<file path="src/sv/spq_pkg.sv">
`timescale 1ns / 1ps
// Package for the sorted priority queue: field widths, codes and shared types.
// Used by every module of the block; depends on nothing else.

package spq_pkg;

	localparam int DEPTH_DEF = 16;
	localparam int PRI_W = 16;
	localparam int VAL_W = 32;
	localparam int ST_W = 2;
	localparam int OCC_W = 5;

	localparam logic OP_INSERT = 1'b0;
	localparam logic OP_REMOVE = 1'b1;

	localparam logic [ST_W-1:0] ST_OK = 2'd0;
	localparam logic [ST_W-1:0] ST_UNDERFLOW = 2'd1;
	localparam logic [ST_W-1:0] ST_OVERFLOW = 2'd2;

	typedef struct packed {
		logic insert;
		logic remove;
	} spq_ctrl_t;

endpackage

</file>
<file path="src/sv/sorted_priority_queue.sv">
`timescale 1ns / 1ps
// Top level of the sorted priority queue: a chain of spq_cell slots, the entry
// count and the registered result word. Depends on spq_pkg and spq_cell.
//
//   channel | signals                              | direction
//   input   | in_valid, in_ready, opcode,          | in
//           | entry_priority, entry_value          |
//   output  | out_valid, out_ready, status,        | out
//           | removed_value, removed_priority,     |
//           | occupancy                            |
//
// For each accepted word every cell compares and shifts in parallel, and the
// result word appears in the output register next cycle.
// A new word is taken whenever the output register is empty or being drained,
// so one word per cycle is sustained; a stalled output holds the input.
// Reset empties the queue at once; slot contents need no clearing.

module sorted_priority_queue #(
	parameter int DEPTH = spq_pkg::DEPTH_DEF
) (
	input  logic                            clk,
	input  logic                            arst_n,
	input  logic                            in_valid,
	output logic                            in_ready,
	input  logic                            opcode,
	input  logic [spq_pkg::PRI_W-1:0]       entry_priority,
	input  logic signed [spq_pkg::VAL_W-1:0] entry_value,
	output logic                            out_valid,
	input  logic                            out_ready,
	output logic [spq_pkg::ST_W-1:0]        status,
	output logic signed [spq_pkg::VAL_W-1:0] removed_value,
	output logic [spq_pkg::PRI_W-1:0]       removed_priority,
	output logic [spq_pkg::OCC_W-1:0]       occupancy
);

	localparam int CW = $clog2(DEPTH + 1);

	logic [CW-1:0] count_q;
	logic [CW-1:0] count_d;
	logic          out_valid_q;
	logic [spq_pkg::ST_W-1:0]  status_q;
	logic [spq_pkg::VAL_W-1:0] rval_q;
	logic [spq_pkg::PRI_W-1:0] rpri_q;
	logic [spq_pkg::OCC_W-1:0] occ_q;

	logic accept, full, empty, do_ins, do_rem;
	logic [spq_pkg::ST_W-1:0] status_d;

	spq_pkg::spq_ctrl_t ctrl;

	logic [DEPTH-1:0]          keep_a;
	logic [spq_pkg::PRI_W-1:0] pri_a [DEPTH];
	logic [spq_pkg::VAL_W-1:0] val_a [DEPTH];

	assign in_ready = !out_valid_q || out_ready;
	assign accept = in_valid && in_ready;
	assign full = (count_q == CW'(DEPTH));
	assign empty = (count_q == '0);
	assign do_ins = accept && (opcode == spq_pkg::OP_INSERT) && !full;
	assign do_rem = accept && (opcode == spq_pkg::OP_REMOVE) && !empty;
	assign ctrl.insert = do_ins;
	assign ctrl.remove = do_rem;

	always_comb begin
		count_d = count_q;
		if (do_ins) begin
			count_d = count_q + CW'(1);
		end else if (do_rem) begin
			count_d = count_q - CW'(1);
		end
	end

	always_comb begin
		if (opcode == spq_pkg::OP_INSERT) begin
			status_d = full ? spq_pkg::ST_OVERFLOW : spq_pkg::ST_OK;
		end else begin
			status_d = empty ? spq_pkg::ST_UNDERFLOW : spq_pkg::ST_OK;
		end
	end

	genvar gi;
	generate
		for (gi = 0; gi < DEPTH; gi++) begin : g_cell
			logic                      lk;
			logic [spq_pkg::PRI_W-1:0] lp, rp;
			logic [spq_pkg::VAL_W-1:0] lv, rv;
			if (gi == 0) begin : g_head
				assign lk = 1'b1;
				assign lp = entry_priority;
				assign lv = entry_value;
			end else begin : g_body
				assign lk = keep_a[gi-1];
				assign lp = pri_a[gi-1];
				assign lv = val_a[gi-1];
			end
			if (gi == DEPTH - 1) begin : g_tail
				assign rp = pri_a[gi];
				assign rv = val_a[gi];
			end else begin : g_inner
				assign rp = pri_a[gi+1];
				assign rv = val_a[gi+1];
			end
			spq_cell u_cell (
				.clk       (clk),
				.ctrl      (ctrl),
				.occ       (CW'(gi) < count_q),
				.new_pri   (entry_priority),
				.new_val   (entry_value),
				.left_keep (lk),
				.left_pri  (lp),
				.left_val  (lv),
				.right_pri (rp),
				.right_val (rv),
				.keep      (keep_a[gi]),
				.pri       (pri_a[gi]),
				.val       (val_a[gi])
			);
		end
	endgenerate

	always_ff @(posedge clk or negedge arst_n) begin
		if (!arst_n) begin
			count_q <= '0;
			out_valid_q <= 1'b0;
		end else begin
			count_q <= count_d;
			if (accept) begin
				out_valid_q <= 1'b1;
			end else if (out_ready) begin
				out_valid_q <= 1'b0;
			end
		end
	end

	always_ff @(posedge clk) begin
		if (accept) begin
			status_q <= status_d;
			rval_q <= do_rem ? val_a[0] : '0;
			rpri_q <= do_rem ? pri_a[0] : '0;
			occ_q <= spq_pkg::OCC_W'(count_d);
		end
	end

	assign out_valid = out_valid_q;
	assign status = status_q;
	assign removed_value = rval_q;
	assign removed_priority = rpri_q;
	assign occupancy = occ_q;

endmodule

</file>
<file path="src/sv/spq_cell.sv">
`timescale 1ns / 1ps
// One slot of the sorted chain: holds an entry, compares it with a new entry,
// and shifts toward the tail on insert or toward the front on remove. Uses spq_pkg.

module spq_cell (
	input  logic                          clk,
	input  spq_pkg::spq_ctrl_t            ctrl,
	input  logic                          occ,
	input  logic [spq_pkg::PRI_W-1:0]     new_pri,
	input  logic [spq_pkg::VAL_W-1:0]     new_val,
	input  logic                          left_keep,
	input  logic [spq_pkg::PRI_W-1:0]     left_pri,
	input  logic [spq_pkg::VAL_W-1:0]     left_val,
	input  logic [spq_pkg::PRI_W-1:0]     right_pri,
	input  logic [spq_pkg::VAL_W-1:0]     right_val,
	output logic                          keep,
	output logic [spq_pkg::PRI_W-1:0]     pri,
	output logic [spq_pkg::VAL_W-1:0]     val
);

	logic [spq_pkg::PRI_W-1:0] pri_q;
	logic [spq_pkg::VAL_W-1:0] val_q;

	// An occupied slot whose priority is not above the new one stays in place.
	assign keep = occ && (pri_q <= new_pri);
	assign pri = pri_q;
	assign val = val_q;

	always_ff @(posedge clk) begin
		if (ctrl.insert) begin
			if (!keep) begin
				if (left_keep) begin
					pri_q <= new_pri;
					val_q <= new_val;
				end else begin
					pri_q <= left_pri;
					val_q <= left_val;
				end
			end
		end else if (ctrl.remove) begin
			pri_q <= right_pri;
			val_q <= right_val;
		end
	end

endmodule

</file>
<file path="config.mk">
export PLATFORM = sky130hd
export DESIGN_NAME = sorted_priority_queue
export DESIGN_NICKNAME = d
export VERILOG_FILES = /design/src/sv/spq_pkg.sv /design/src/sv/sorted_priority_queue.sv /design/src/sv/spq_cell.sv
export SDC_FILE = /design/constraint.sdc
export NUM_CORES = 2
export LEC_CHECK = 0
export BUFFER_PORTS_ARGS = -buffer_cell sky130_fd_sc_hd__buf_2
export CAP_MARGIN = 0
export CORE_ASPECT_RATIO = 0.6
export CORE_MARGIN = 2
export CORE_UTILIZATION = 55
export CTS_BUF_LIST = sky130_fd_sc_hd__clkbuf_8
export DETAILED_ROUTE_END_ITERATION = 7
export PLACE_DENSITY = 0.69
export SYNTH_ARGS = -nofsm -noshare
export SYNTH_HDL_FRONTEND = slang
export SYNTH_SLANG_ARGS = --single-unit
</file>
<file path="constraint.sdc">
create_clock -name clk -period 10.95 [get_ports clk]
set_input_delay 1.095 -clock clk [delete_from_list [all_inputs] [get_ports clk]]
set_output_delay 1.095 -clock clk [all_outputs]
set_load 0.03 [all_outputs]
</file>
## After elaboration in Yosys (flattened, before gate mapping)

Index checks and enable logic that the tools add are counted.

| word-level totals | value |
|---|---|
| output and inout port bits | 57 |
| register bits after elaboration | 829 |
| word-level logic and storage cells | 261 |

| operators by class | value |
|---|---|
| muxes and demuxes | 127 |
| eq/ne operators | 16 |
| bitwise gates (word level) | 2 |
| add/sub/neg operators | 2 |
| reductions and logical operators | 44 |
| $lt $le $gt $ge | 32 |

Operator list:

| operator | number |
|---|---|
| $mux 32 | 60 |
| $mux 16 | 60 |
| $le 16x16->1 | 16 |
| $lt 4x5->1 const A | 8 |
| $reduce_and 2->1 | 16 |
| $ne 2x2->1 const B | 15 |
| $logic_and 1x1->1 | 21 |
| $lt 3x5->1 const A | 4 |
| $lt 1x5->1 const A | 2 |
| $lt 2x5->1 const A | 2 |
| $mux 5 | 2 |
| $add 5x1->5 const B | 1 |
| $eq 5x5->1 const B | 1 |
| $logic_not 5->1 | 1 |
| $sub 5x1->5 const B | 1 |
| $mux 2 | 2 |
| $reduce_bool 2->1 | 2 |
| $logic_not 1->1 | 3 |
| $mux 1 | 3 |
| $not 1->1 | 2 |
| $logic_or 1x1->1 | 1 |

## Longest topological paths before layout

| logic depth | value |
|---|---|
| depth in word-level cells | 7 |
| gate-level depth with buffers | 12 |
| depth with buffers taken out | 9 |

## Cells and area by module

Synthesis repeated with hierarchy kept, for this count alone.

| unflattened totals | value |
|---|---|
| cell total of the unflattened synthesis | 4465 |
| area, all modules | 49073.3 µm² |

Modules (own cells, without submodules):

| module | times used | area an instance (µm²) | cells each |
|---|---|---|---|
| spq_cell (g_cell[0].u_cell ...) | 11 | 2906.5 | 268 |
| spq_cell (g_cell[5].u_cell ...) | 5 | 2909.0 | 268 |
| sorted_priority_queue | 1 | 2556.2 | 177 |

## Worst setup path after synthesis

OpenSTA, ideal clock, no wires.

| timing path | value |
|---|---|
| path type | input -> register |
| from | in entry_priority[13] in the netlist's numbering |
| to | reg g_cell[8].u_cell.pri_q, in the netlist g_cell[8].u_cell.pri[0], enable pin |
| stages on the path | 9 |
| data arrival time | 6.295 ns |
| required time | 10.430 ns |
| path slack | 4.135 ns |
| cell sequence | inv_1 > ha_1 > nand4_1 > nor4_1 > a21boi_0 > o22ai_1 > buf_2 > buf_4 > o21ai_0 |

| on the way | value |
|---|---|
| word-level cells in the longest chain between the ends | 4 |

Ends and longest elaborated chain:

| item | line | text |
|---|---|---|
| start: declaration | sorted_priority_queue.sv:26 | `input logic [spq_pkg::PRI_W-1:0] entry_priority,` |
| $le 16x16->1 | spq_cell.sv:25 | `assign keep = occ && (pri_q <= new_pri);` |
| $logic_and 1x1->1 | spq_cell.sv:25 |  |
| $ne 2x2->1 (no source line) | -- |  |
| $reduce_and 2->1 (no source line) | -- |  |
| end signal: assignment | spq_cell.sv:33 | `pri_q <= new_pri;` |
| end signal: assignment | spq_cell.sv:36 | `pri_q <= left_pri;` |
| end signal: assignment | spq_cell.sv:41 | `pri_q <= right_pri;` |
| end: declaration | spq_cell.sv:21 | `logic [spq_pkg::PRI_W-1:0] pri_q;` |

Every way passes these cells.
A chain may end at the register's enable or synchronous reset.

## Worst setup path after layout

| timing path | value |
|---|---|
| from | reg count_q[1] |
| to | reg g_cell[6].u_cell.val_q, in the netlist g_cell[6].u_cell.val[25], enable pin |

| on the way | value |
|---|---|
| word-level cells in the longest chain between the ends | 5 |

Ends and longest elaborated chain:

| item | line | text |
|---|---|---|
| start: declaration | sorted_priority_queue.sv:38 | `logic [CW-1:0] count_q;` |
| start signal: assignment | sorted_priority_queue.sv:126 | `count_q <= count_d;` |
| parallel branches: the longest is 4 deep, another holds $lt 3x5->1 | -- |  |
| $reduce_and 2->1 (no source line) * | -- |  |
| end signal: assignment | spq_cell.sv:34 | `val_q <= new_val;` |
| end signal: assignment | spq_cell.sv:37 | `val_q <= left_val;` |
| end signal: assignment | spq_cell.sv:42 | `val_q <= right_val;` |
| end: declaration | spq_cell.sv:22 | `logic [spq_pkg::VAL_W-1:0] val_q;` |

Every way passes the cells marked *.

==> flow_metrics.tcl <==
set metrics [dict create \
    clock_power_share_pct 24.2 \
    fin_crit_ns 6.551 \
    rrSetupSlack_ns 4.40 \
    netSwitchingPower_uw 3750 \
    clock_skew_ns 0.03616 \
    synthFlopType "edfxtp_1" \
    overflow 0 \
    grtUsageTotal_pct 41.31 \
    drt_wl_total_mm 185.0 \
    netlist_instances 4281 \
    drtIter0Drc 7475 \
    grt_max_degree 247 \
    pwr-share-seq_pct 46.6 \
    cts-root-buf "clkbuf_8" \
    hold_viol_final 0 \
    yosys_warnings 0 \
    crit_path_end_kind "flop" \
    worstMarginPinSlew_ns 1.452 \
    rr_endpoint "g_cell[6].u_cell.val[25]" \
    dieWidth_um 381.3 \
    area_delta_synth_final_pct 7.621 \
    ir_drop_uv 152.2 \
    intPower_uw 6275 \
    fin_crit_sh_pct 59.83 \
    power.density_mw_per_mm2 198.2 \
    synthesis.nets 4593 \
    clock_path_buffers 3 \
    port_buffers 109 \
    rsz0062_at_grt "no" \
    ys_ff_latch 829 \
    coreArea_mm2 0.08403 \
    leakage_uw 0.01856 \
    maxSlewHeadroom_pct 2.174 \
    setup_viol 0 \
    drc 0 \
    drive_above_1_share_pct 16.85 \
    synth.avg_cell_area_um2 10.98 \
    post_cts_resized 0 \
    hpwlAfterDp_mm 107.4 \
    critical_path_class "flop to flop" \
    async_flop_share_pct 0.7238 \
    seq_area_frac_synth_pct 52.92 \
    place.gp.congestion 1.052 \
    status "completed" \
    hold_buffers 0 \
    vias 40340 \
    hold_class "input port to asynchronous set/reset pin" \
    arrival_ns 7.06 \
    clock_sinks 829 \
    rr_startpoint "count_q[1]" \
    ios 110 \
    via_per_inst 7.374 \
    worst_slack_ns 4.399 \
    final_common_cell "edfxtp_1" \
    cts_max_level 3 \
    required_ns 11.46 \
    die_area_mm2 0.08786 \
    place_ws_ns 4.356 \
    drv_cap 0 \
    postRouteAntennaNets 0 \
    final_nets 4538 \
    yosysUniqueCellTypes 60 \
    max_freq_ghz 0.1526 \
    clk_pin_slew_ns 0.07 \
    firstDrtPassIters 7 \
    cts_tree "done" \
    p_sw_share_pct 37.41 \
    rows 82 \
    grt_pass1_wl_mm 263.2 \
    die_y_um 230.4 \
    crit_path_start_kind "flop" \
    cp_max_fo 55 \
    synth_area_mm2 0.04699 \
    antenna_found_initial 15 \
    wl_per_cell_um 33.81 \
    setup_tns_ns 0 \
    initial_core_util_pct 55.92 \
    synth_edf_count 823 \
    final-max-slew-violation-count 0 \
    final_cell_mix "edfxtp_1 (823), nor2_1 (456), nand2_1 (443)" \
    combinationalPowerShare_pct 29.3 \
    r2r_cells 11 \
    first_global_vias 36770 \
    post-cts-setup-buffer-count 0 \
    cts_made_buffers 121 \
    clock_latency_ns 0.86 \
]
-- power by group through the flow --
stage	sequential [uW]	clock (uW)	combinational (uW)
finish	4670	2420	2930
detailed placement	4680	0	2780
CTS	4630	2410	2790
floorplan	4540	0	1810
global route	4690	2540	3050
global placement	4680	0	2720
-- kinds of logic (layout without fill, tap and decap cells) --
group,Yosys count,in the layout,share of synthesized area (%)
fa+ha+maj,259,259,6.897
other cells,0,9,0
xor+xnor,3,3,0.05593
compound gates,1355,1355,21.81
buf+inv,454,500,4.165
flops,829,829,52.92
simple gates,1285,1285,11.98
mux,96,96,2.170
-- worst max-delay path, cell delays in order (launching register included) --
cell and delay (ns):
dfrtp_1 0.45, inv_1 0.26, ha_1 0.27, inv_1 0.07, or3_1 0.43, o21ai_4 0.89
buf_4 0.64, buf_4 0.63, or3_2 0.24, buf_4 0.91, nand3_4 0.80, buf_4 0.58
-- area by class of cell --
type | instances | area, um2
Antenna cell | 9 | 22.52
Clock inverter | 97 | 434.2
Sequential cell | 829 | 24860
Multi-Input combinational cell | 2998 | 20580
Clock buffer | 127 | 1748
Timing Repair Buffer | 192 | 1181
Fill cell | 6915 | 33460
Tap cell | 1134 | 1419
Inverter | 84 | 316.6
-- cells in the mapped netlist, types with 22 or more instances --
library cell	instances	area, um2
edfxtp_1	823	24710
nor2_1	456	1712
nand2_1	453	1700
o221a_2	288	3243
ha_1	259	3241
o21ai_0	211	1056
o22ai_1	196	1226
clkbuf_1	190	713.2
a21oi_1	154	770.7
buf_2	154	770.7
a211oi_1	150	1126
o22a_1	141	1235
nor3_1	109	545.5
inv_1	82	307.8
nand2b_1	57	356.6
or3_1	55	344.1
a31oi_1	53	331.6
o221ai_1	51	446.7
mux2i_1	49	490.5
and2_1	48	300.3
mux2_2	47	529.3
nand4_1	43	269.0
a21o_1	38	285.3
nand3_1	22	110.1
o21ai_1	22	110.1
-- routing by layer --
layer	track usage [%]	part of all wire (%)	up-vias
met5	1.144	0.13	-
li1	-	-	16630
met1	61.79	40	19320
met3	19.33	19	484
met4	12.87	3.5	12
met2	51.78	37	3896
-- registers in the layout, summed over array words and instances, names as in the netlist --
name               flops
g_cell.u_cell.val    512
g_cell.u_cell.pri    256
removed_value         32
removed_priority      16
count_q                5
occupancy              5
status                 2
out_valid              1
-- worst max-delay path by stage --
stage | startpoint | endpoint | slack, ns
after floorplan | entry_priority[13] | g_cell[8].u_cell.pri[0] | 4.14
after global placement | out_ready | g_cell[1].u_cell.val[6] | 4.38
after detailed placement | out_ready | g_cell[1].u_cell.val[2] | 4.36
after CTS | count_q[1] | g_cell[6].u_cell.pri[4] | 4.66
after global routing | count_q[1] | g_cell[6].u_cell.pri[2] | 4.34
final | count_q[1] | g_cell[6].u_cell.val[25] | 4.40
-- through the flow --
step / hold slack [ns] / cells / cell area, um2 / power (uW) / utilization [%]
6_report: 0.1577 / 5470 / 50570 / 10020 / 60.18
4_1_cts: 0.09638 / 5461 / 50540 / 9829 / 60.15
3_5_place_dp: 0.5191 / 5237 / 48360 / 7467 / 57.55
3_3_place_gp: 0.5210 / 5237 / 48360 / 7406 / 57.55
5_1_grt: 0.1245 / 5467 / 50560 / 10290 / 60.17
2_1_floorplan: 0.5444 / 4281 / 46990 / 6356 / -
Power figures use the tool's default switching activity.
